**src/hw/rtl/sccm_ram.sv**
```systemverilog
`default_nettype none
module sccm_ram #(
    parameter int unsigned WIDTH = 8,
    parameter int unsigned DEPTH = 16,
    parameter int unsigned AW    = (DEPTH > 1) ? $clog2(DEPTH) : 1
) (
    input  wire logic             i_clk,
    input  wire logic             i_we,
    input  wire logic [AW-1:0]    i_waddr,
    input  wire logic [WIDTH-1:0] i_wdata,
    input  wire logic [AW-1:0]    i_raddr,
    output logic      [WIDTH-1:0] o_rdata
);

    logic [WIDTH-1:0] r_mem [DEPTH];
    logic [WIDTH-1:0] r_rdata;

    always_ff @(posedge i_clk) begin
        if (i_we) begin
            r_mem[i_waddr] <= i_wdata;
        end
        r_rdata <= r_mem[i_raddr];
    end

    assign o_rdata = r_rdata;

endmodule
`default_nettype wire

```
**config.mk**
```make
export PLATFORM = sky130hd
export DESIGN_NAME = sccm_ram
export DESIGN_NICKNAME = d
export VERILOG_FILES = /design/src/hw/rtl/sccm_ram.sv
export SDC_FILE = /design/constraint.sdc
export NUM_CORES = 1
export LEC_CHECK = 0
export ABC_CLOCK_PERIOD_IN_PS = 2000
export BUFFER_PORTS_ARGS = -buffer_cell sky130_fd_sc_hd__clkbuf_2
export CORE_UTILIZATION = 55
export DETAILED_ROUTE_END_ITERATION = 12
export GPL_TIMING_DRIVEN = 0
export PLACE_DENSITY = 0.72
export SLEW_MARGIN = 10
export SYNTH_ARGS = -nofsm -noshare
export SYNTH_HDL_FRONTEND = slang
export SYNTH_SLANG_ARGS = --single-unit
```
**constraint.sdc**
```tcl
create_clock -name i_clk -period 2 [get_ports i_clk]
set_input_delay 0.4 -clock i_clk [delete_from_list [all_inputs] [get_ports i_clk]]
set_output_delay 0.4 -clock i_clk [all_outputs]
set_load 0.05 [all_outputs]
```
---- Word-level counts from Yosys, hierarchy flattened ----
Memories as Yosys holds them, arrays and structs flattened. A register that Yosys moved wholly into a read port is not among the register bits.
Cells that the tools add are included.
word-level totals
  register bits after elaboration ......... 0
  bits in writable memories ............... 128
  input port bits ......................... 18
  output and inout port bits .............. 8
  logic and storage cells ................. 3
  memories kept ........................... 1
operators by class
  mux-type cells .......................... 2
memories
  memory  depth  width  read ports  clocked after memory_dff  write ports  line  source
  r_mem   16     8      1           1                         1            15    logic [WIDTH-1:0] r_mem [DEPTH];
operator list
  kind              count
  2-to-1 mux 1 bit  2

---- Longest topological paths before layout ----
Gate-level depths: netlist of run 1.
  word-level depth ........................ 2
  gate-level depth with buffers ........... 5
  gate-level depth less buffers ........... 3

---- Least setup slack after synthesis of run 1 ----
No wires, ideal clock.
  path type ............................... input-to-reg
  start ................................... input i_waddr[2]
  end ..................................... memory r_mem[0][0], enable pin
  library setup time ...................... 0.383 ns
  arrival time ............................ 1.510 ns
  data required time ...................... 1.617 ns
  slack ................................... 0.107 ns
  cell stages on the path ................. 2
  path buffers ............................ 0
  cells stage by stage .................... or3b_2 > nor3_1
RTL lines
  element             line  source
  start: declaration  9     input wire logic [AW-1:0] i_waddr,
  end: declaration    15
No word-level cell before the write port.

---- Worst setup path after layout of run 1 ----
  start ................................... input i_waddr[2]
  end ..................................... memory r_mem[3][1], enable pin
No word-level cell before the write port.

==> results of run 1 <==
-- stage by stage --
stage	total power, mW	cell area [um^2]	setup WS (ns)
after floorplan	3.49	5150	0.107
after global placement	3.61	5400	-0.436
after detailed placement	3.63	5400	-0.486
after CTS	6.88	6030	0.0563
after global routing	7.01	6040	0.331
final	6.85	6040	0.385
-- metal layers --
layer / up-vias / track usage [%] / wire length (um)
met3: 15 / 5.25 / 716
met2: 102 / 31.5 / 4530
li1: 1066 / - / -
met5: - / 0 / 0
met1: 1233 / 32.2 / 4100
met4: 0 / 9.18 / 184
-- state kept, by name, summed over array words and instances, names as in the netlist --
signal,cells
r_mem,128
o_rdata,8
-- worst max-delay path, cell delays in order --
cell and delay, ns:
clkbuf_2 0.10, or3b_2 0.55, nor2_1 0.69
-- how the worst max path moves through the flow --
| stage | slack, ns | from | end | cells past startpoint |
|---|---|---|---|---|
| final | 0.38 | i_waddr[2] | r_mem[3][1]$_DFFE_PP_ | 3 |
| after global routing | 0.33 | i_waddr[3] | r_mem[4][3]$_DFFE_PP_ | 3 |
| after CTS | 0.06 | i_waddr[2] | r_mem[0][1]$_DFFE_PP_ | 3 |
| after detailed placement | -0.49 | i_waddr[2] | r_mem[0][3]$_DFFE_PP_ | 3 |
| after global placement | -0.44 | i_waddr[2] | r_mem[0][7]$_DFFE_PP_ | 3 |
| after floorplan | 0.11 | i_waddr[2] | r_mem[0][0]$_DFFE_PP_ | 2 |
-- cells in the mapped netlist --
cell type	instances	area share, %
a22oi_1	16	2.3
nand2b_1	2	0.24
nand3b_1	2	0.29
mux4_1	14	7.1
edfxtp_1	128	75
and2b_1	1	0.15
buf_4	1	0.15
clkdlybuf4s25_2	3	0.58
nand2_1	9	0.66
mux4_2	18	7.9
and2_1	1	0.12
nor2b_1	1	0.12
dfxtp_1	8	3.1
or3b_2	1	0.17
buf_2	3	0.29
buf_6	3	0.66
nor2_1	13	0.95
nor3_1	4	0.39
nand3_1	1	0.097
-- cell families (layout without fill, tap and decap cells) --
kind of cell | after synthesis | count (layout) | synth area share, %
flops | 136 | 136 | 77.8
simple gates | 35 | 35 | 3.18
mux | 32 | 32 | 15.0
compound gates | 16 | 16 | 2.33
buf+inv | 10 | 66 | 1.68
-- power breakdown --
group / internal, mW / switching [mW]
combinational: 0.126 / 0.238
sequential: 3.19 / 0.0152
clock: 2.21 / 1.07
-- area by class of cell --
type                            count  area [um^2]
Fill cell                         553         2850
Tap cell                          108          135
Clock inverter                      9          171
Multi-Input combinational cell     83         1070
Sequential cell                   136         4000
Timing Repair Buffer               24          120
Clock buffer                       23          457
Buffer                             10         86.3
==> results.yml, run 1 <==
placement:
  gp_congestion: 0.704
  dp_hpwl_mm: 5.78
  port_buffers: 24
  place.detailed.instances: 361
yosys:
  synth.yosys.seq_area_share_pct: 77.8
  synthesis.area_um2: 5150
  yosys_register_bits: 136
  avgSynthCellArea_um2: 22.5
  synth_cells: 229
  synth.yosys.warnings: 0
  mappedNetlistNets: 247
  synth_cell_type_count: 19
clocking:
  tritoncts.num_buffers: 17
  postCtsResizedCells: 0
  holdBufCountCts: 0
  post-cts-setup-buffer-count: 0
  cts.sink_count: 136
  ctsRootBufferMaster: "clkbuf_8"
  insertion_delay_ns: 0.52
  cts_tree: "yes"
  cts-htree-levels: 4
  ctsLongestPathBuffers: 2
  clkTransAtPathRegs_ns: 0.06
route:
  avg_vias_per_cell: 6.15
  first_iter_violations: 299
  drt_pass1_iterations: 4
  detail-route-antenna-nets: 0
  total_via_count_in_the_routed_design: 2416
  drcViolationCount: 0
  detail_route.wirelength_mm: 9.53
  routedWlPerCell_um: 24.2
sta:
  count_of_final_hold_check_violations: 0
  report.final.slew_viol_count: 0
  fin_setup_tns_ns: 0
  finClkSkew_ns: 0.0126
  min_period_ns: 1.62
  rsz0062_at_grt: "no"
  maximum_clock_frequency_mhz: 619
  post-route-period-util_pct: 80.8
  setup_viol: 0
  maxSlewHeadroom_pct: 23.6
  tightest_slew_ns: 1.14
  hold_slack_ns: 0.341
finish:
  layout-area-overhead-vs-synth_pct: 17.4
  layout.cells.most_common: "edfxtp_1"
  final_core_utilization_pct: 67.9
  antenna_cells: 0
  nets: 290
  instances_no_fill: 393
  layout-drive-gt1-share_pct: 28.8
  layout_common_cells: "128 x edfxtp_1, 24 x clkbuf_2, 18 x mux4_2"
global_route:
  grt_use_total_pct: 21.7
  first_global_vias: 2417
  grt.overflow.total: 0
  grt_max_degree: 17
  grt_antenna_before_repair: 0
  wire_length_of_the_first_global_routing_pass_mm: 14.2
floorplan:
  initial_utilization_pct: 57.9
  fp.dieH_um: 98.7
  floorplan.rows: 34
  fp.dieArea_um2: 9750
  core_region_area_um2: 8890
  ioPinCount: 26
  floorplan_die_width_um: 98.7
power_and_ir_drop:
  peakVddDrop_mv: 0.600
  leakagePower_nw: 2.05
  powerDensity_nw_per_um2: 1130
critical_path:
  rrSetupSlack_ns: 0.55
  worst-setup-path-type: "in2reg"
  r2r_cells: 3
  worst_ep_required_time_ns: 2.13
  cp-start-kind: "input pin"
  rr_endpoint: "o_rdata[0]$_DFF_P_"
  r2r-start: "r_mem[6][0]$_DFFE_PP_"
  worstPathArrival_ns: 1.75
  critPathCaptureType: "register"
  cp_max_fanout: 8
worst_hold_path:
  cell_count_of_the_worst_hold_path: 1
  worst_hold_path.endpoint: "r_mem[4][6]$_DFFE_PP_"
  holdCritPathClass: "in2reg"
  hold_path_startpoint: "i_wdata[6]"
run_status:
  run_status: "finished clean"
run:
  number_of_max_cap_violations: 0
Note: power is estimated with default switching activity, not from simulation.
==> run 2: changes to the inputs <==
Settings changed: ABC_CLOCK_PERIOD_IN_PS 2000 to 1400, CORE_UTILIZATION 55 to 54, PLACE_DENSITY 0.72 to 0.73.
Clock period 2 ns to 1.4 ns, I/O delays scaled along.
==> run 2 against run 1 <==
Against the previous run:
- global-route usage decreased by 0.15 points
- cell area increased by 1.1%
- highest routed layer unchanged
- worst setup slack got worse by 0.36 ns
- non-clock buffer count unchanged
- die area increased by 1.8%
- sequential share of layout area decreased by 0.75 points
==> results.yml, run 2 (synthesized netlist as in run 1, its figures left out) <==
power_and_ir_drop:
  power_consumption_mw: 9.73
  leakagePower_nw: 2.06
  powerDensity_nw_per_um2: 1590
  peakVddDrop_mv: 0.708
clocking:
  clkTransAtPathRegs_ns: 0.06
  holdBufCountCts: 0
  tritoncts.num_buffers: 17
  cts-htree-levels: 4
  cts_tree: "yes"
  insertion_delay_ns: 0.52
  ctsRootBufferMaster: "clkbuf_8"
  cts.sink_count: 136
  ctsLongestPathBuffers: 2
finish:
  layout.cells.most_common: "edfxtp_1"
  nets: 290
  final_core_utilization_pct: 66.1
  layout_common_cells: "128 x edfxtp_1, 21 x clkbuf_2, 18 x mux4_2"
  antenna_cells: 0
  largest_register: "r_mem"
  layout-area-overhead-vs-synth_pct: 18.7
  max_reg_flops: 128
  layout-drive-gt1-share_pct: 32.3
  final_cell_area_um2: 6110
critical_path:
  crit_path_top_delay_cell: "mux4_1"
  critical_path.n_buffers_inverters: 0
  critPathCaptureType: "register"
  critical_path.max_stage_delay_ns: 0.57
  timing.critical_path.cells: "mux4_1, a22oi_1, nand2_1"
  top_delay_family_on_crit_path: "multiplexers"
  worst_ep_required_time_ns: 1.81
  cp-start-kind: "register"
  cp_max_fanout: 1
  worstPathArrival_ns: 1.79
  worst-setup-path-type: "reg2reg"
route:
  detail-route-antenna-nets: 0
  avg_vias_per_cell: 5.86
  total_via_count_in_the_routed_design: 2428
  routedWlPerCell_um: 23.4
  drt_pass1_iterations: 4
  detail_route.wirelength_mm: 9.69
  drcViolationCount: 0
  first_iter_violations: 243
worst_hold_path:
  holdCritPathClass: "in2reg"
run_status:
  run_status: "finished clean"
sta:
  min_period_ns: 1.38
  maximum_clock_frequency_mhz: 725
  rsz0062_at_grt: "no"
  post-route-period-util_pct: 98.5
  setup_viol: 0
  maxSlewHeadroom_pct: 46.4
  report.final.slew_viol_count: 0
  finClkSkew_ns: 0.00760
  count_of_final_hold_check_violations: 0
  tightest_slew_ns: 0.801
placement:
  port_buffers: 24
  detailed_place.area_um2: 5470
  dp_hpwl_mm: 5.88
  gp_congestion: 0.693
global_route:
  first_global_vias: 2398
  grt_use_total_pct: 21.6
  grt.overflow.total: 0
  grt_antenna_before_repair: 0
  wire_length_of_the_first_global_routing_pass_mm: 14.4
  grt_max_degree: 17
floorplan:
  fp.dieH_um: 99.6
  initial_utilization_pct: 55.7
  floorplan.rows: 35
  floorplan_die_width_um: 99.6
  fp.dieArea_um2: 9930
  ioPinCount: 26
  core_region_area_um2: 9240
run:
  number_of_max_cap_violations: 0
run 2: cell count changes in the layout (fill, tap and decap cells not counted), sizes merged:
cell	before	now
clkbuf	47	44
clkinv	3	6
buf	7	8
bufinv	5	4
run 2: layout make-up:
| type | instances | area, um^2 |
|---|---|---|
| well taps | 129 | 161 |
| repair buffers | 24 | 125 |
| fillers | 596 | 3130 |
| clock inverters | 11 | 173 |
| multi-input cells | 83 | 1100 |
| plain buffers | 10 | 93.8 |
| clock buffers | 21 | 449 |
| flip-flops and latches | 136 | 4000 |
run 2: through the flow:
step | cells | setup WS, ns | TNS, ns | hold slack [ns]
after floorplan | 229 | -0.0165 | -0.0929 | 0.379
after global placement | 382 | -0.476 | -37.76 | 0.654
after detailed placement | 382 | -0.552 | -40.15 | 0.676
after CTS | 414 | 0.0120 | 0 | 0.214
after global routing | 414 | 0.00141 | 0 | 0.230
final | 414 | 0.0214 | 0 | 0.220
run 2: power by group:
part | total [mW] | switching, mW | internal, mW
clock | 4.62 | 1.62 | 2.99
combinational | 0.539 | 0.349 | 0.189
sequential | 4.58 | 0.0221 | 4.55
total | 9.73 | 2.00 | 7.73
run 2: repair_timing:
item / CTS / global route
gates cloned: 0 / 0
gates resized for setup: 4 / 3
setup endpoints to repair: 11 / 2
buffers inserted: 0 / 0
run 2: metal layers:
layer  part of all wire (%)  track usage [%]  vias to the layer above
met3                    5.5             5.06                       14
met1                     43             29.1                     1259
met4                    1.4             7.81                        0
li1                       -                -                     1060
met2                     50             34.9                       95
met5                      0                0                        -
run 2: worst paths after layout:
path | from | end | slack [ns] | cells after the start
worst max-delay path | r_mem[5][1]$_DFFE_PP_ | o_rdata[1]$_DFF_P_ | 0.02 | 3
worst min-delay path | i_wdata[6] | r_mem[6][6]$_DFFE_PP_ | 0.22 | 1
worst max register to register | r_mem[5][1]$_DFFE_PP_ | o_rdata[1]$_DFF_P_ | 0.02 | 3
worst min register to register | r_mem[8][1]$_DFFE_PP_ | o_rdata[1]$_DFF_P_ | 0.69 | 3
==> run 3: changes to the inputs <==
Settings changed: REMOVE_ABC_BUFFERS set to 1.
==> run 3 against run 2 <==
Against the previous run:
- die area stayed put
- global-route usage is 1.3 points lower
- critical endpoint is now r_mem[2][5]$_DFFE_PP_
- highest routed layer unchanged
- the run now ends with negative setup slack left
- sequential cell count stayed put
- clock power is 9.3% lower
- critical path type is now in2reg
==> results.yml, run 3 (synthesized netlist as in run 1, its figures left out) <==
route:
  routedWlPerCell_um: 22.4
  detail_route.wirelength_mm: 9.09
  total_via_count_in_the_routed_design: 2384
  top_signal_layer_used: "met4"
  detail-route-antenna-nets: 0
  met2WireLength_mm: 4.51
  drcViolationCount: 0
  first_iter_violations: 208
  avg_vias_per_cell: 5.89
  wl_met3_um: 554
  drt_pass1_iterations: 4
  met1_length_mm: 3.87
sta:
  min_period_ns: 1.45
  maxSlewHeadroom_pct: 38.8
  final.setup.worst_slack_ns: -0.0475
  finClkSkew_ns: 0.00569
  count_of_final_hold_check_violations: 0
  tightest_slew_ns: 0.914
  setup_viol: 24
  hold_slack_ns: 0.180
  maximum_clock_frequency_mhz: 691
  post-route-period-util_pct: 103
  report.final.slew_viol_count: 0
  rsz0062_at_grt: "yes"
power_and_ir_drop:
  switching_share_pct: 21.7
  clkPwrFrac_pct: 45.2
  power.sequential.fraction_pct: 49.4
  leakagePower_nw: 1.97
  peakVddDrop_mv: 0.771
  share_comb_of_total_power_pct: 5.4
  internal_power_mw: 7.25
  powerDensity_nw_per_um2: 1550
  switching_power_mw: 2.00
critical_path:
  rrSetupSlack_ns: 0.04
  critPathCaptureType: "register"
  worst_ep_required_time_ns: 1.54
  rr_endpoint: "o_rdata[0]$_DFF_P_"
  cp_max_fanout: 8
  r2r-start: "r_mem[0][0]$_DFFE_PP_"
  worst-setup-path-type: "in2reg"
  cp-start-kind: "input pin"
  r2r_cells: 3
  worstPathArrival_ns: 1.59
clocking:
  holdBufCountCts: 0
  ctsLongestPathBuffers: 2
  tritoncts.num_buffers: 17
  cts.sink_count: 136
  ctsRootBufferMaster: "clkbuf_8"
  postCtsResizedCells: 7
  post-cts-setup-buffer-count: 0
  cts-htree-levels: 4
  clkTransAtPathRegs_ns: 0.06
  cts_tree: "yes"
  insertion_delay_ns: 0.51
worst_hold_path:
  worst_hold_path.endpoint: "r_mem[4][3]$_DFFE_PP_"
  holdCritPathClass: "in2reg"
  cell_count_of_the_worst_hold_path: 1
  hold_path_startpoint: "i_wdata[3]"
finish:
  final_cell_area_um2: 5970
  final_core_utilization_pct: 64.6
  max_reg_flops: 128
  layout_common_cells: "128 x edfxtp_1, 19 x mux4_2, 18 x clkbuf_2"
  nFillCells: 592
  layout.cells.most_common: "edfxtp_1"
  largest_register: "r_mem"
  layout-area-overhead-vs-synth_pct: 16.0
  layout-drive-gt1-share_pct: 30.4
  nets: 281
  antenna_cells: 0
floorplan:
  ioPinCount: 26
  fp.dieArea_um2: 9930
  core_region_area_um2: 9240
  initial_utilization_pct: 55.7
  floorplan.rows: 35
  fp.dieH_um: 99.6
  floorplan_die_width_um: 99.6
run_status:
  run_status: "complete, but fails checks"
  failing_checks: "negative setup slack"
global_route:
  grt.overflow.total: 0
  grt_max_degree: 33
  wire_length_of_the_first_global_routing_pass_mm: 13.7
  grt_antenna_before_repair: 0
  grt_use_total_pct: 20.2
  first_global_vias: 2396
run:
  number_of_max_cap_violations: 0
placement:
  port_buffers: 25
  detailed_place.area_um2: 5370
  gp_congestion: 0.729
  dp_hpwl_mm: 5.30
-- run 3: stage by stage --
stage               TNS [ns]  power, mW  setup WS (ns)  instances
global placement      -65.47       5.13          -1.05        373
floorplan              -7.31       4.93         -0.373        219
finish                -0.848       9.26        -0.0475        405
global route           -2.11       9.48         -0.101        405
detailed placement    -56.90       5.15          -1.06        373
CTS                   -0.905       9.29        -0.0475        405
-- run 3: power by group through the flow --
stage | clock (mW) | sequential (mW) | combinational, mW
floorplan | 0 | 4.75 | 0.182
global placement | 0 | 4.65 | 0.475
detailed placement | 0 | 4.66 | 0.487
CTS | 4.21 | 4.58 | 0.497
global route | 4.36 | 4.58 | 0.532
finish | 4.19 | 4.58 | 0.497
-- run 3: worst max-delay path, cell delays in order --
cell      delay [ns]
clkbuf_2        0.10
or3b_2          0.52
nor2_1          0.68
-- run 3: how the worst max path moves through the flow --
stage          depth (start not counted)               endpoint  startpoint  slack [ns]
3_3_place_gp                           4     o_rdata[0]$_DFF_P_  i_raddr[0]       -1.05
4_1_cts                                3  r_mem[2][6]$_DFFE_PP_  i_waddr[2]       -0.05
5_1_grt                                3  r_mem[3][7]$_DFFE_PP_  i_waddr[2]       -0.10
2_1_floorplan                          2  r_mem[0][0]$_DFFE_PP_  i_waddr[2]       -0.37
3_5_place_dp                           4     o_rdata[0]$_DFF_P_  i_raddr[0]       -1.06
6_report                               3  r_mem[2][5]$_DFFE_PP_  i_waddr[2]       -0.05
-- run 3: layer usage --
metal / track usage [%] / vias to the layer above
met3: 5.34 / 13
met5: 0 / -
met2: 31.6 / 102
met4: 8.60 / 0
li1: - / 1041
met1: 27.4 / 1228
-- run 3: cell type report --
class	instances	area, um^2	share of cell area [%]
clock buffers	17	414	6.94
repair buffers	25	139	2.33
clock inverters	15	154	2.58
multi-input cells	83	1100	18.4
flip-flops and latches	136	4000	67.1
well taps	129	161	2.70
