[src/hw/rtl/sccm_pkg.sv]
`default_nettype none
package sccm_pkg;

    // Field widths.
    localparam int unsigned COORD_W  = 24;
    localparam int unsigned RAD_W    = 17;
    localparam int unsigned SLOT_W   = 4;
    localparam int unsigned COUNT_W  = 5;

    // Datapath widths: exact difference, exact square, exact sum, root, gap.
    localparam int unsigned DIFF_W   = COORD_W + 1;
    localparam int unsigned SQ_W     = 2 * COORD_W + 1;
    localparam int unsigned SUM_W    = SQ_W + 1;
    localparam int unsigned ROOT_W   = SUM_W / 2;
    localparam int unsigned RADSUM_W = RAD_W + 1;
    localparam int unsigned GAP_W    = ROOT_W + 2;

    localparam int unsigned MAX_SPHERES_DEF = 16;
    localparam logic [COUNT_W-1:0] COUNT_RESET = COUNT_W'(14);

    localparam longint FIELD_MAX = 64'sd8388607;
    localparam longint FIELD_MIN = -64'sd8388608;
    localparam longint EMPTY_CLEARANCE = 64'sd10000 * 64'sd65536;
    // Saturation is monotone, so the empty value may be clipped up front.
    localparam longint LEAST_INIT =
        (EMPTY_CLEARANCE > FIELD_MAX) ? FIELD_MAX : EMPTY_CLEARANCE;

    localparam logic ACT_LOAD  = 1'b0;
    localparam logic ACT_QUERY = 1'b1;

    typedef struct packed {
        logic                      action;
        logic [SLOT_W-1:0]         slot;
        logic signed [COORD_W-1:0] pos_x;
        logic signed [COORD_W-1:0] pos_y;
        logic signed [COORD_W-1:0] pos_z;
        logic [RAD_W-1:0]          radius;
        logic                      restart_min;
    } t_in_item;

    typedef struct packed {
        logic signed [COORD_W-1:0] point_clearance;
        logic signed [COORD_W-1:0] overall_clearance;
    } t_out_item;

    typedef struct packed {
        logic signed [COORD_W-1:0] x;
        logic signed [COORD_W-1:0] y;
        logic signed [COORD_W-1:0] z;
        logic [RAD_W-1:0]          radius;
    } t_sphere;

    // Control that travels alongside each slot through the datapath.
    typedef struct packed {
        logic                valid;
        logic                last;
        logic [RADSUM_W-1:0] radsum;
    } t_tag;

    typedef enum logic [1:0] {
        ST_IDLE,
        ST_ISSUE,
        ST_DRAIN,
        ST_DONE
    } t_state;

endpackage
`default_nettype wire

[src/hw/rtl/sccm_sqrt_cell.sv]
`default_nettype none
// One cell of the square-root chain: settles one root bit and hands the
// remainder, the partial root and the slot tag to the next cell.
module sccm_sqrt_cell #(
    parameter int unsigned BIT = 0
) (
    input  wire logic                          i_clk,
    input  wire logic                          i_rst_n,
    input  wire sccm_pkg::t_tag                i_tag,
    input  wire logic [sccm_pkg::SUM_W-1:0]    i_rem,
    input  wire logic [sccm_pkg::ROOT_W-1:0]   i_root,
    output sccm_pkg::t_tag                     o_tag,
    output logic      [sccm_pkg::SUM_W-1:0]    o_rem,
    output logic      [sccm_pkg::ROOT_W-1:0]   o_root
);

    logic [sccm_pkg::SUM_W-1:0]  w_trial;
    logic                        w_take;
    sccm_pkg::t_tag              r_tag;
    logic [sccm_pkg::SUM_W-1:0]  r_rem;
    logic [sccm_pkg::ROOT_W-1:0] r_root;

    always_comb begin
        w_trial = (sccm_pkg::SUM_W'(i_root) << (BIT + 1))
                | (sccm_pkg::SUM_W'(1) << (2 * BIT));
        w_take  = (i_rem >= w_trial);
    end

    always_ff @(posedge i_clk) begin
        if (!i_rst_n) begin
            r_tag.valid <= 1'b0;
        end else begin
            r_tag.valid <= i_tag.valid;
        end
        r_tag.last   <= i_tag.last;
        r_tag.radsum <= i_tag.radsum;
        r_rem        <= w_take ? (i_rem - w_trial) : i_rem;
        r_root       <= w_take ? (i_root | (sccm_pkg::ROOT_W'(1) << BIT)) : i_root;
    end

    assign o_tag  = r_tag;
    assign o_rem  = r_rem;
    assign o_root = r_root;

endmodule
`default_nettype wire

[config.mk]
export PLATFORM = sky130hd
export DESIGN_NAME = sccm_sqrt_cell
export DESIGN_NICKNAME = d
export VERILOG_FILES = /design/src/hw/rtl/sccm_pkg.sv /design/src/hw/rtl/sccm_sqrt_cell.sv
export SDC_FILE = /design/constraint.sdc
export NUM_CORES = 1
export LEC_CHECK = 0
export BUFFER_PORTS_ARGS = -buffer_cell sky130_fd_sc_hd__buf_2
export CAP_MARGIN = 20
export CORE_MARGIN = 4
export CORE_UTILIZATION = 49
export CTS_BUF_LIST = sky130_fd_sc_hd__clkbuf_2
export DETAILED_ROUTE_END_ITERATION = 7
export HOLD_SLACK_MARGIN = 0.15
export PLACE_DENSITY = 0.82
export REMOVE_ABC_BUFFERS = 1
export SYNTH_ARGS = -nofsm -noshare
export SYNTH_HDL_FRONTEND = slang
export SYNTH_SLANG_ARGS = --single-unit
[constraint.sdc]
create_clock -name i_clk -period 3.15 [get_ports i_clk]
set_input_delay 0.1575 -clock i_clk [delete_from_list [all_inputs] [get_ports i_clk]]
set_output_delay 0.1575 -clock i_clk [all_outputs]
set_load 0.01 [all_outputs]
### After elaboration in Yosys (flattened, before gate mapping)

Index checks and enable logic that the tools add are counted.

* input bits: 97
* output and inout bits: 95
* register bits after elaboration: 95

* add/sub/neg operators: 1
* multiplexer cells: 1
* order comparisons: 1

Operators by type and width (count)
* >= comparator 50 x 26 -> 1 bit: 1
* two-way mux 50 bit: 1
* subtractor 50 x 26 -> 50 bit: 1

### Longest topological paths before layout

Gate-level depths: netlist (run 1).

* depth after elaboration: 2
* depth in mapped cells: 13
* gate-level depth less buffers: 11

### Least setup slack after synthesis (run 1)

OpenSTA, ideal clock, no wires.

* path kind: in2reg
* start point: in i_root[1] (netlist name)
* end point: reg r_rem (netlist bit o_rem[14])
* slack: 0.715 ns
* stages: 10
* data arrival time: 2.312 ns
* required time: 3.027 ns
* cells stage by stage: inv_1 > ha_1 > nor2b_1 > o31a_1 > o311ai_1 > a2111oi_4 > nor3_4 > buf_6 > buf_4 > mux2_1

* word-level cells in the longest chain between the ends: 2
* elaborated cells between the ends (all ways): 3

Ends and longest elaborated chain
* start, declared: line sccm_sqrt_cell.sv:11 `input wire logic [sccm_pkg::ROOT_W-1:0] i_root,`
* subtractor 50 x 26 -> 50 bit / >= comparator 50 x 26 -> 1 bit (equally long branches): line sccm_sqrt_cell.sv:37, sccm_sqrt_cell.sv:26
* two-way mux 50 bit *: line sccm_sqrt_cell.sv:37 `r_rem <= w_take ? (i_rem - w_trial) : i_rem;`
* end signal, assigned: line sccm_sqrt_cell.sv:37
* end, declared: line sccm_sqrt_cell.sv:20 `logic [sccm_pkg::SUM_W-1:0] r_rem;`

Every way passes the cells marked *; elsewhere a longest branch is shown, timed or not.
A chain may end at the register's enable or synchronous reset.

### Worst setup path in the final report (run 1)

* start point: in i_rem[1] (netlist name)
* end point: reg r_rem (netlist bit o_rem[34])

* word-level cells in the longest chain between the ends: 2
* elaborated cells between the ends (all ways): 3

Ends and longest elaborated chain
* start, declared: line sccm_sqrt_cell.sv:10 `input wire logic [sccm_pkg::SUM_W-1:0] i_rem,`
* subtractor 50 x 26 -> 50 bit / >= comparator 50 x 26 -> 1 bit (equally long branches): line sccm_sqrt_cell.sv:37, sccm_sqrt_cell.sv:26
* two-way mux 50 bit *: line sccm_sqrt_cell.sv:37

Marked as above.

==> flow_metrics.env, run 1 <==
export IMPL_clock_path_buffers=2
export IMPL_power_mw=2.89
export IMPL_grt_use_total_pct=28.1
export IMPL_netlist_area_um2=4470
export IMPL_fin_crit_sh_pct=96.9
export IMPL_io_pins=192
export IMPL_wl_um=15300
export IMPL_synth_cells=489
export IMPL_clkTransAtPathRegs_ps=280
export IMPL_ys_types=59
export IMPL_die_h_um=104
export IMPL_crit_path_max_fanout=5
export IMPL_rsz0062_at_grt="false"
export IMPL_grt_pass1_wl_um=24800
export IMPL_grt_max_degree=19
export IMPL_vdd_ir_drop_max_mv=0.271
export IMPL_setup_worst_path_end="o_rem[34]"
export IMPL_die_area_um2=10700
export IMPL_fin_nets=912
export IMPL_yosysWarningCount=0
export IMPL_hold_violations=0
export IMPL_drv_cap=0
export IMPL_overflow=0
export IMPL_ant_nets=0
export IMPL_path_class="in -> reg"
export IMPL_hold_start="i_tag[15]"
export IMPL_core_rowCount=34
export IMPL_cts_buffers=9
export IMPL_synth_top_area_share_pct=42.5
export IMPL_cp_required_ps=3650
export IMPL_power_density_nw_per_um2=431
export IMPL_place_hpwl_um=9930
export IMPL_yosysSeqAreaShare_pct=42.5
export IMPL_drive_above_1_share_pct=30.4
export IMPL_yosysTopAreaCell="dfxtp_1"
export IMPL_fin_crit_ps=3050
export IMPL_cts_root_buf="clkbuf_2"
export IMPL_slew_limit_headroom_pct=59.2
export IMPL_ys_seq_elements=95
export IMPL_clock_fmax_mhz=328
export IMPL_preCtsSetupSlack_ps=104
export IMPL_worst_pin_slew_ps=610
export IMPL_syn_avg_cell_area_um2=9.14
export IMPL_grt_pass1_vias=5032
export IMPL_final_util_pct=76.3
export IMPL_setup_ws_ps=96.7
export IMPL_leakage_nw=3.15
export IMPL_gp_congestion=0.910
export IMPL_viasPerCell=5.33
export IMPL_synth_edff_count=0
export IMPL_hold_path_class="in -> reg"
export IMPL_drv_slew=0
export IMPL_synth_ff_type="dfxtp_1"
export IMPL_syn2layout_area_growth_pct=50.2
export IMPL_cts_tree="built"
export IMPL_drc=0
export IMPL_cp_arrival_ps=3550
export IMPL_clock_sinks=95
export IMPL_post_cts_buffers=0
export IMPL_postSynth_asyncResetShare_pct=0
export IMPL_synth_area_top_cells="dfxtp_1 43%, ha_1 7.3%, xor2_1 6.9%"
export IMPL_wire_per_inst_um=16.9
export IMPL_die_w_um=104
export IMPL_core_um2=8810
export IMPL_drt_iter0_drc=270
export IMPL_firstDrtPassIters=5
export IMPL_multi_input_area_um2=2320
export IMPL_initial_utilization_pct=50.8
export IMPL_crit_path_end_kind="flop"
export IMPL_htreeDepth=3
export IMPL_final_seq_area_um2=1900
export IMPL_start_kind="input port"
export IMPL_status="complete, no violations"
export IMPL_vias=4801
export IMPL_crit_start="i_rem[1]"
export IMPL_ys_top_cells_by_count="95 x dfxtp_1, 53 x nand2_1, 35 x inv_1, 35 x xor2_1, 31 x a21oi_1"
export IMPL_yosysMostFrequentCell="dfxtp_1"
export IMPL_io_buffers=191
export IMPL_n_fill_cell=610
export IMPL_antenna_found_initial=0
export IMPL_setup_viol=0
==> power by group <==
part	leakage (nW)	internal (mW)	switching, mW
sequential	0.801	1.33	0.0383
clock	0.0750	0.263	0.442
combinational	2.27	0.384	0.435
==> metrics by stage <==
stage	area, um^2	TNS [ps]	instances	hold slack (ps)
after detailed placement	5550	0	784	262
final	6720	0	901	208
after global placement	5550	0	784	259
after CTS	6670	0	897	189
after global routing	6710	0	900	155
after floorplan	4340	-3190	469	185
==> registers in the layout, indices dropped and copies added, names as in the netlist <==
| signal | count |
|---|---|
| o_rem | 50 |
| o_root | 25 |
| o_tag | 20 |
==> area by class of cell <==
type	instances	share of cell area (%)
Multi-Input combinational cell	339	34.5
Timing Repair Buffer	308	31.1
Sequential cell	95	28.3
Tap cell	108	2.01
Inverter	35	1.96
Clock inverter	6	1.38
Clock buffer	9	0.671
Antenna cell	1	0.0373
==> worst max-delay path, cell delays in order <==
cell	delay, ps
dlygate4sd3_1	530
buf_2	140
inv_1	70
fa_1	450
nor2b_1	190
o31a_1	270
o311ai_1	130
buf_4	170
a2111oi_4	450
or3b_4	240
nor4_2	50
xor2_1	150
dlygate4sd3_1	580
==> cell families (layout without fill, tap and decap cells) <==
group                    count (synthesis)  count (layout)  share of synthesized area (%)
AND/OR/NAND/NOR                        154             154                           18.9
flip-flops                              95              95                           42.5
buffers and inverters                   55             358                           5.79
AO/OA/AOI/OAI                          107             107                           14.9
multiplexers                             3               3                          0.756
other                                    0               1                              0
XOR/XNOR                                48              48                           9.40
adder cells (fa/ha/maj)                 27              27                           7.72
==> worst min path at each step <==
| stage | depth (start not counted) | to |
|---|---|---|
| 6_report | 2 | o_tag[15] |
| 5_1_grt | 2 | o_tag[17] |
| 3_3_place_gp | 1 | o_tag[6] |
| 4_1_cts | 2 | o_tag[16] |
| 3_5_place_dp | 1 | o_tag[6] |
| 2_1_floorplan | 0 | o_root[10] |
==> layer usage <==
layer / vias to the layer above / routed length (um) / GRT usage (%) / share of wire (%)
li1: 2297 / - / - / -
met1: 2178 / 5940 / 32.4 / 39
met2: 265 / 7560 / 48.8 / 50
met3: 61 / 1170 / 7.40 / 7.7
met4: 0 / 583 / 12.6 / 3.8
met5: - / 0 / 0 / 0
==> what timing repair did <==
action | in CTS | in global routing
endpoints found under the setup margin | 0 | 5
hold endpoints to repair | 95 | 3
hold buffers | 98 | 3
resized for setup | 0 | 3
==> cells in the final DEF, fill, tap and decap left out, types with 3 or more instances in the layout <==
| master | n |
|---|---|
| a211oi_1 | 3 |
| a21o_1 | 8 |
| a21oi_1 | 31 |
| a31oi_1 | 3 |
| and3_1 | 3 |
| buf_2 | 191 |
| buf_4 | 16 |
| clkbuf_2 | 9 |
| dfxtp_1 | 95 |
| dlygate4sd3_1 | 101 |
| ha_1 | 25 |
| inv_1 | 35 |
| mux2_1 | 3 |
| nand2_1 | 53 |
| nand2b_1 | 3 |
| nand3_1 | 6 |
| nand4_1 | 10 |
| nor2_1 | 20 |
| nor2b_1 | 4 |
| nor3_1 | 15 |
| nor4_1 | 10 |
| nor4_2 | 4 |
| o211ai_1 | 4 |
| o21a_1 | 3 |
| o21ai_0 | 17 |
| o21ai_1 | 21 |
| o21bai_1 | 3 |
| or2_2 | 3 |
| xnor2_1 | 13 |
| xor2_1 | 35 |
Power figures use the tool's default switching activity.
==> run 2, diff against run 1 <==
Settings changed: CORE_ASPECT_RATIO from default to 0.7.
==> flow_metrics.env, run 2 (synthesized netlist as in run 1, its figures left out) <==
export IMPL_status="complete, no violations"
export IMPL_cp_arrival_ps=3630
export IMPL_core_rowCount=28
export IMPL_cts_root_buf="clkbuf_2"
export IMPL_hold_path_class="in -> reg"
export IMPL_vdd_ir_drop_max_mv=0.325
export IMPL_cp_required_ps=3680
export IMPL_viasPerCell=5.34
export IMPL_drt_iter0_drc=351
export IMPL_start_kind="input port"
export IMPL_crit_path_end_kind="flop"
export IMPL_final_cell_mix="191 x buf_2, 109 x dlygate4sd3_1, 95 x dfxtp_1"
export IMPL_post_cts_buffers=0
export IMPL_fin_crit_ps=3090
export IMPL_drv_slew=0
export IMPL_grt_use_total_pct=30.1
export IMPL_firstDrtPassIters=5
export IMPL_ant_nets=0
export IMPL_power_density_nw_per_um2=413
export IMPL_setup_viol=0
export IMPL_io_pins=192
export IMPL_layout_commonest_cell="buf_2"
export IMPL_drv_cap=0
export IMPL_drc=0
export IMPL_clock_sinks=95
export IMPL_drive_above_1_share_pct=30.2
export IMPL_crit_path_max_fanout=7
export IMPL_clock_path_buffers=2
export IMPL_largest_register_ffs=50
export IMPL_hold_violations=0
export IMPL_n_fill_cell=590
export IMPL_antennaDiodeCount=0
export IMPL_vias=4896
export IMPL_wl_um=16100
export IMPL_fin_crit_sh_pct=98.2
export IMPL_fin_nets=916
export IMPL_io_buffers=191
export IMPL_setup_ws_ps=56.5
export IMPL_cts_buffers=9
export IMPL_worst_pin_slew_ps=506
export IMPL_dpl_instance_area_um2=5550
export IMPL_grt_pass1_wl_um=25300
export IMPL_clock_fmax_mhz=323
export IMPL_grt_pass1_vias=5158
export IMPL_overflow=0
export IMPL_fin_area_um2=6790
export IMPL_initial_utilization_pct=51.7
export IMPL_htreeDepth=3
export IMPL_path_class="in -> reg"
export IMPL_die_h_um=87.9
export IMPL_antenna_found_initial=0
export IMPL_grt_max_degree=35
export IMPL_cts_tree="built"
export IMPL_die_area_um2=10700
export IMPL_core_um2=8650
export IMPL_syn2layout_area_growth_pct=51.8
export IMPL_die_w_um=122
export IMPL_final_util_pct=78.4
export IMPL_slew_limit_headroom_pct=66.0
export IMPL_gp_congestion=0.879
export IMPL_clkTransAtPathRegs_ps=280
export IMPL_place_hpwl_um=10600
export IMPL_preCtsSetupSlack_ps=113
export IMPL_wire_per_inst_um=17.5
export IMPL_leakage_nw=3.16
run 2: changes by cell type in the layout (fill, tap and decap cells not counted), moves of 2 or more:
| cell | previous run | this run |
|---|---|---|
| dlygate4sd3_1 | 101 | 109 |
| buf_4 | 16 | 11 |
| bufinv_16 | 2 | 0 |
| inv_8 | 0 | 3 |
run 2: worst paths after layout:
path,depth (start not counted),from,slack (ps),end
max,11,i_rem[25],60,o_rem[42]
min,2,i_tag[14],200,o_tag[14]
run 2: through the flow:
stage / total power [mW] / TNS (ps) / hold WS (ps) / std cells
after floorplan: 1.77 / -3190 / 185 / 469
after global placement: 2.07 / 0 / 260 / 792
after detailed placement: 2.09 / 0 / 261 / 792
after CTS: 2.77 / 0 / 151 / 916
after global routing: 2.95 / -142 / 156 / 917
final: 2.81 / 0 / 203 / 917
run 2: layer usage:
layer,global-route usage (%),share of wire (%),wire length [um]
met4,11.0,2.7,442
met5,0,0,0
met2,52.3,47,7620
met3,11.0,11,1730
met1,34.4,39,6290
run 2: repair_timing:
item | in CTS | in global routing
endpoints found under the setup margin | 0 | 6
endpoints found under the hold margin | 95 | 1
resized for setup | 0 | 7
hold buffers | 108 | 1
run 2: report_power, final:
part | leakage [nW] | total [mW] | internal [mW] | switching [mW]
sequential | 0.801 | 1.37 | 1.33 | 0.0359
combinational | 2.29 | 0.856 | 0.395 | 0.461
clock | 0.0682 | 0.583 | 0.125 | 0.457
total | 3.16 | 2.81 | 1.85 | 0.954
run 2: final cells by class:
cell class | count | area (um^2) | share of cell area, %
Clock buffer | 9 | 45.0 | 0.664
Clock inverter | 7 | 63.8 | 0.940
Inverter | 35 | 131 | 1.94
Multi-Input combinational cell | 339 | 2340 | 34.6
Sequential cell | 95 | 1900 | 28.0
Tap cell | 120 | 150 | 2.21
Timing Repair Buffer | 312 | 2150 | 31.7
run 2: worst max-delay path, stage by stage:
cell	delay, ps
dlygate4sd3_1	540
buf_2	130
ha_1	390
nand4bb_1	300
nor4_2	370
and3_1	210
or4_4	140
or3b_1	440
nor3_1	220
xor2_1	160
dlygate4sd3_1	560
==> run 3, diff against run 2 <==
Settings changed: SETUP_SLACK_MARGIN from default to 0.2.
==> flow_metrics.env, run 3 (synthesized netlist as in run 1, its figures left out) <==
export IMPL_vias=4902
export IMPL_drive_above_1_share_pct=30.9
export IMPL_start_kind="input port"
export IMPL_grt_max_degree=35
export IMPL_path_class="in -> reg"
export IMPL_vdd_ir_drop_max_mv=0.325
export IMPL_die_w_um=122
export IMPL_clkTransAtPathRegs_ps=290
export IMPL_htreeDepth=3
export IMPL_final_cell_mix="191 x buf_2, 103 x dlygate4sd3_1, 95 x dfxtp_1"
export IMPL_leakage_nw=3.14
export IMPL_hold_violations=0
export IMPL_slew_limit_headroom_pct=64.1
export IMPL_cts_tree="built"
export IMPL_ant_nets=0
export IMPL_layout_commonest_cell="buf_2"
export IMPL_viasPerCell=5.36
export IMPL_dpl_instance_area_um2=5550
export IMPL_drv_cap=0
export IMPL_crit_path_max_fanout=11
export IMPL_io_buffers=191
export IMPL_largest_register_ffs=50
export IMPL_io_pins=192
export IMPL_wl_um=15900
export IMPL_hold_path_class="in -> reg"
export IMPL_whs_endpoint="o_tag[14]"
export IMPL_clock_fmax_mhz=354
export IMPL_clock_path_buffers=2
export IMPL_core_rowCount=28
export IMPL_grt_pass1_vias=5112
export IMPL_dp_cells=792
export IMPL_final_cells=914
export IMPL_fin_nets=912
export IMPL_final_setup_tns_ps=0
export IMPL_min_delay_path_depth=2
export IMPL_cp_arrival_ps=3340
export IMPL_setup_viol=0
export IMPL_drc=0
export IMPL_drv_slew=0
export IMPL_grt_use_total_pct=29.8
export IMPL_hold_start="i_tag[14]"
export IMPL_power_density_nw_per_um2=413
export IMPL_crit_path_end_kind="flop"
export IMPL_fin_crit_sh_pct=89.6
export IMPL_cp_required_ps=3670
export IMPL_initial_utilization_pct=51.7
export IMPL_overflow=0
export IMPL_gp_congestion=0.879
export IMPL_clock_sinks=95
export IMPL_syn2layout_area_growth_pct=50.9
export IMPL_die_h_um=87.9
export IMPL_final_util_pct=77.9
export IMPL_place_hpwl_um=10600
export IMPL_grt_pass1_wl_um=25100
export IMPL_drt_iter0_drc=347
export IMPL_status="complete, no violations"
export IMPL_die_area_um2=10700
export IMPL_antenna_found_initial=0
export IMPL_firstDrtPassIters=5
export IMPL_rsz0062_at_grt="false"
export IMPL_wire_per_inst_um=17.4
export IMPL_cts_buffers=9
export IMPL_cts_root_buf="clkbuf_2"
export IMPL_worst_pin_slew_ps=534
export IMPL_core_um2=8650
export IMPL_fin_crit_ps=2820
export IMPL_fin_hold_ws_ps=199
export IMPL_fin_area_um2=6750
## run 3: worst max path at each step
| stage | start | depth (start not counted) | slack [ps] | endpoint |
|---|---|---|---|---|
| after floorplan | i_root[1] | 10 | -220 | o_rem[38] |
| after global placement | i_root[9] | 12 | 210 | o_rem[46] |
| after detailed placement | i_root[9] | 12 | 110 | o_rem[46] |
| after CTS | i_rem[10] | 12 | 230 | o_rem[46] |
| after global routing | i_root[9] | 13 | 160 | o_rem[38] |
| final | i_rem[13] | 14 | 330 | o_rem[46] |
## run 3: final cells by class
cell class	count	area, um^2
Antenna cell	1	2.50
Clock buffer	9	45.0
Clock inverter	7	63.8
Fill cell	593	1910
Inverter	35	131
Multi-Input combinational cell	339	2350
Sequential cell	95	1900
Tap cell	120	150
Timing Repair Buffer	308	2100
## run 3: power by group
part	switching (mW)	internal (mW)	leakage, nW	total (mW)
Combinational	0.450	0.386	2.27	0.836
Clock	0.457	0.125	0.0682	0.582
Sequential	0.0361	1.33	0.801	1.37
## run 3: critical path, cell delays in order
cell,delay [ps]
dlygate4sd3_1,550
buf_2,150
ha_1,380
nand2_1,190
nor3_2,80
buf_4,140
and3_1,140
or4_4,450
nor3_4,360
buf_4,250
nand4b_1,170
buf_4,150
nor3_2,40
xor2_1,130
## run 3: what timing repair did
item	in CTS	in global routing
hold buffers	103	0
gates resized for setup	0	9
buffers inserted	0	2
endpoints found under the setup margin	0	16
hold endpoints to repair	95	0
## run 3: stage by stage
step | total power, mW | worst slack, ps
floorplan | 1.77 | -225
global placement | 2.07 | 205
detailed placement | 2.09 | 113
CTS | 2.76 | 229
global route | 2.93 | 164
finish | 2.78 | 328
## run 3: layer usage
layer,wire length [um],share of wire [%],vias to the layer above,track usage [%]
li1,-,-,2298,-
met1,6220,39,2273,34.8
met2,7540,48,272,51.7
met3,1660,10,59,9.55
met4,442,2.8,0,11.3
met5,0,0,-,0
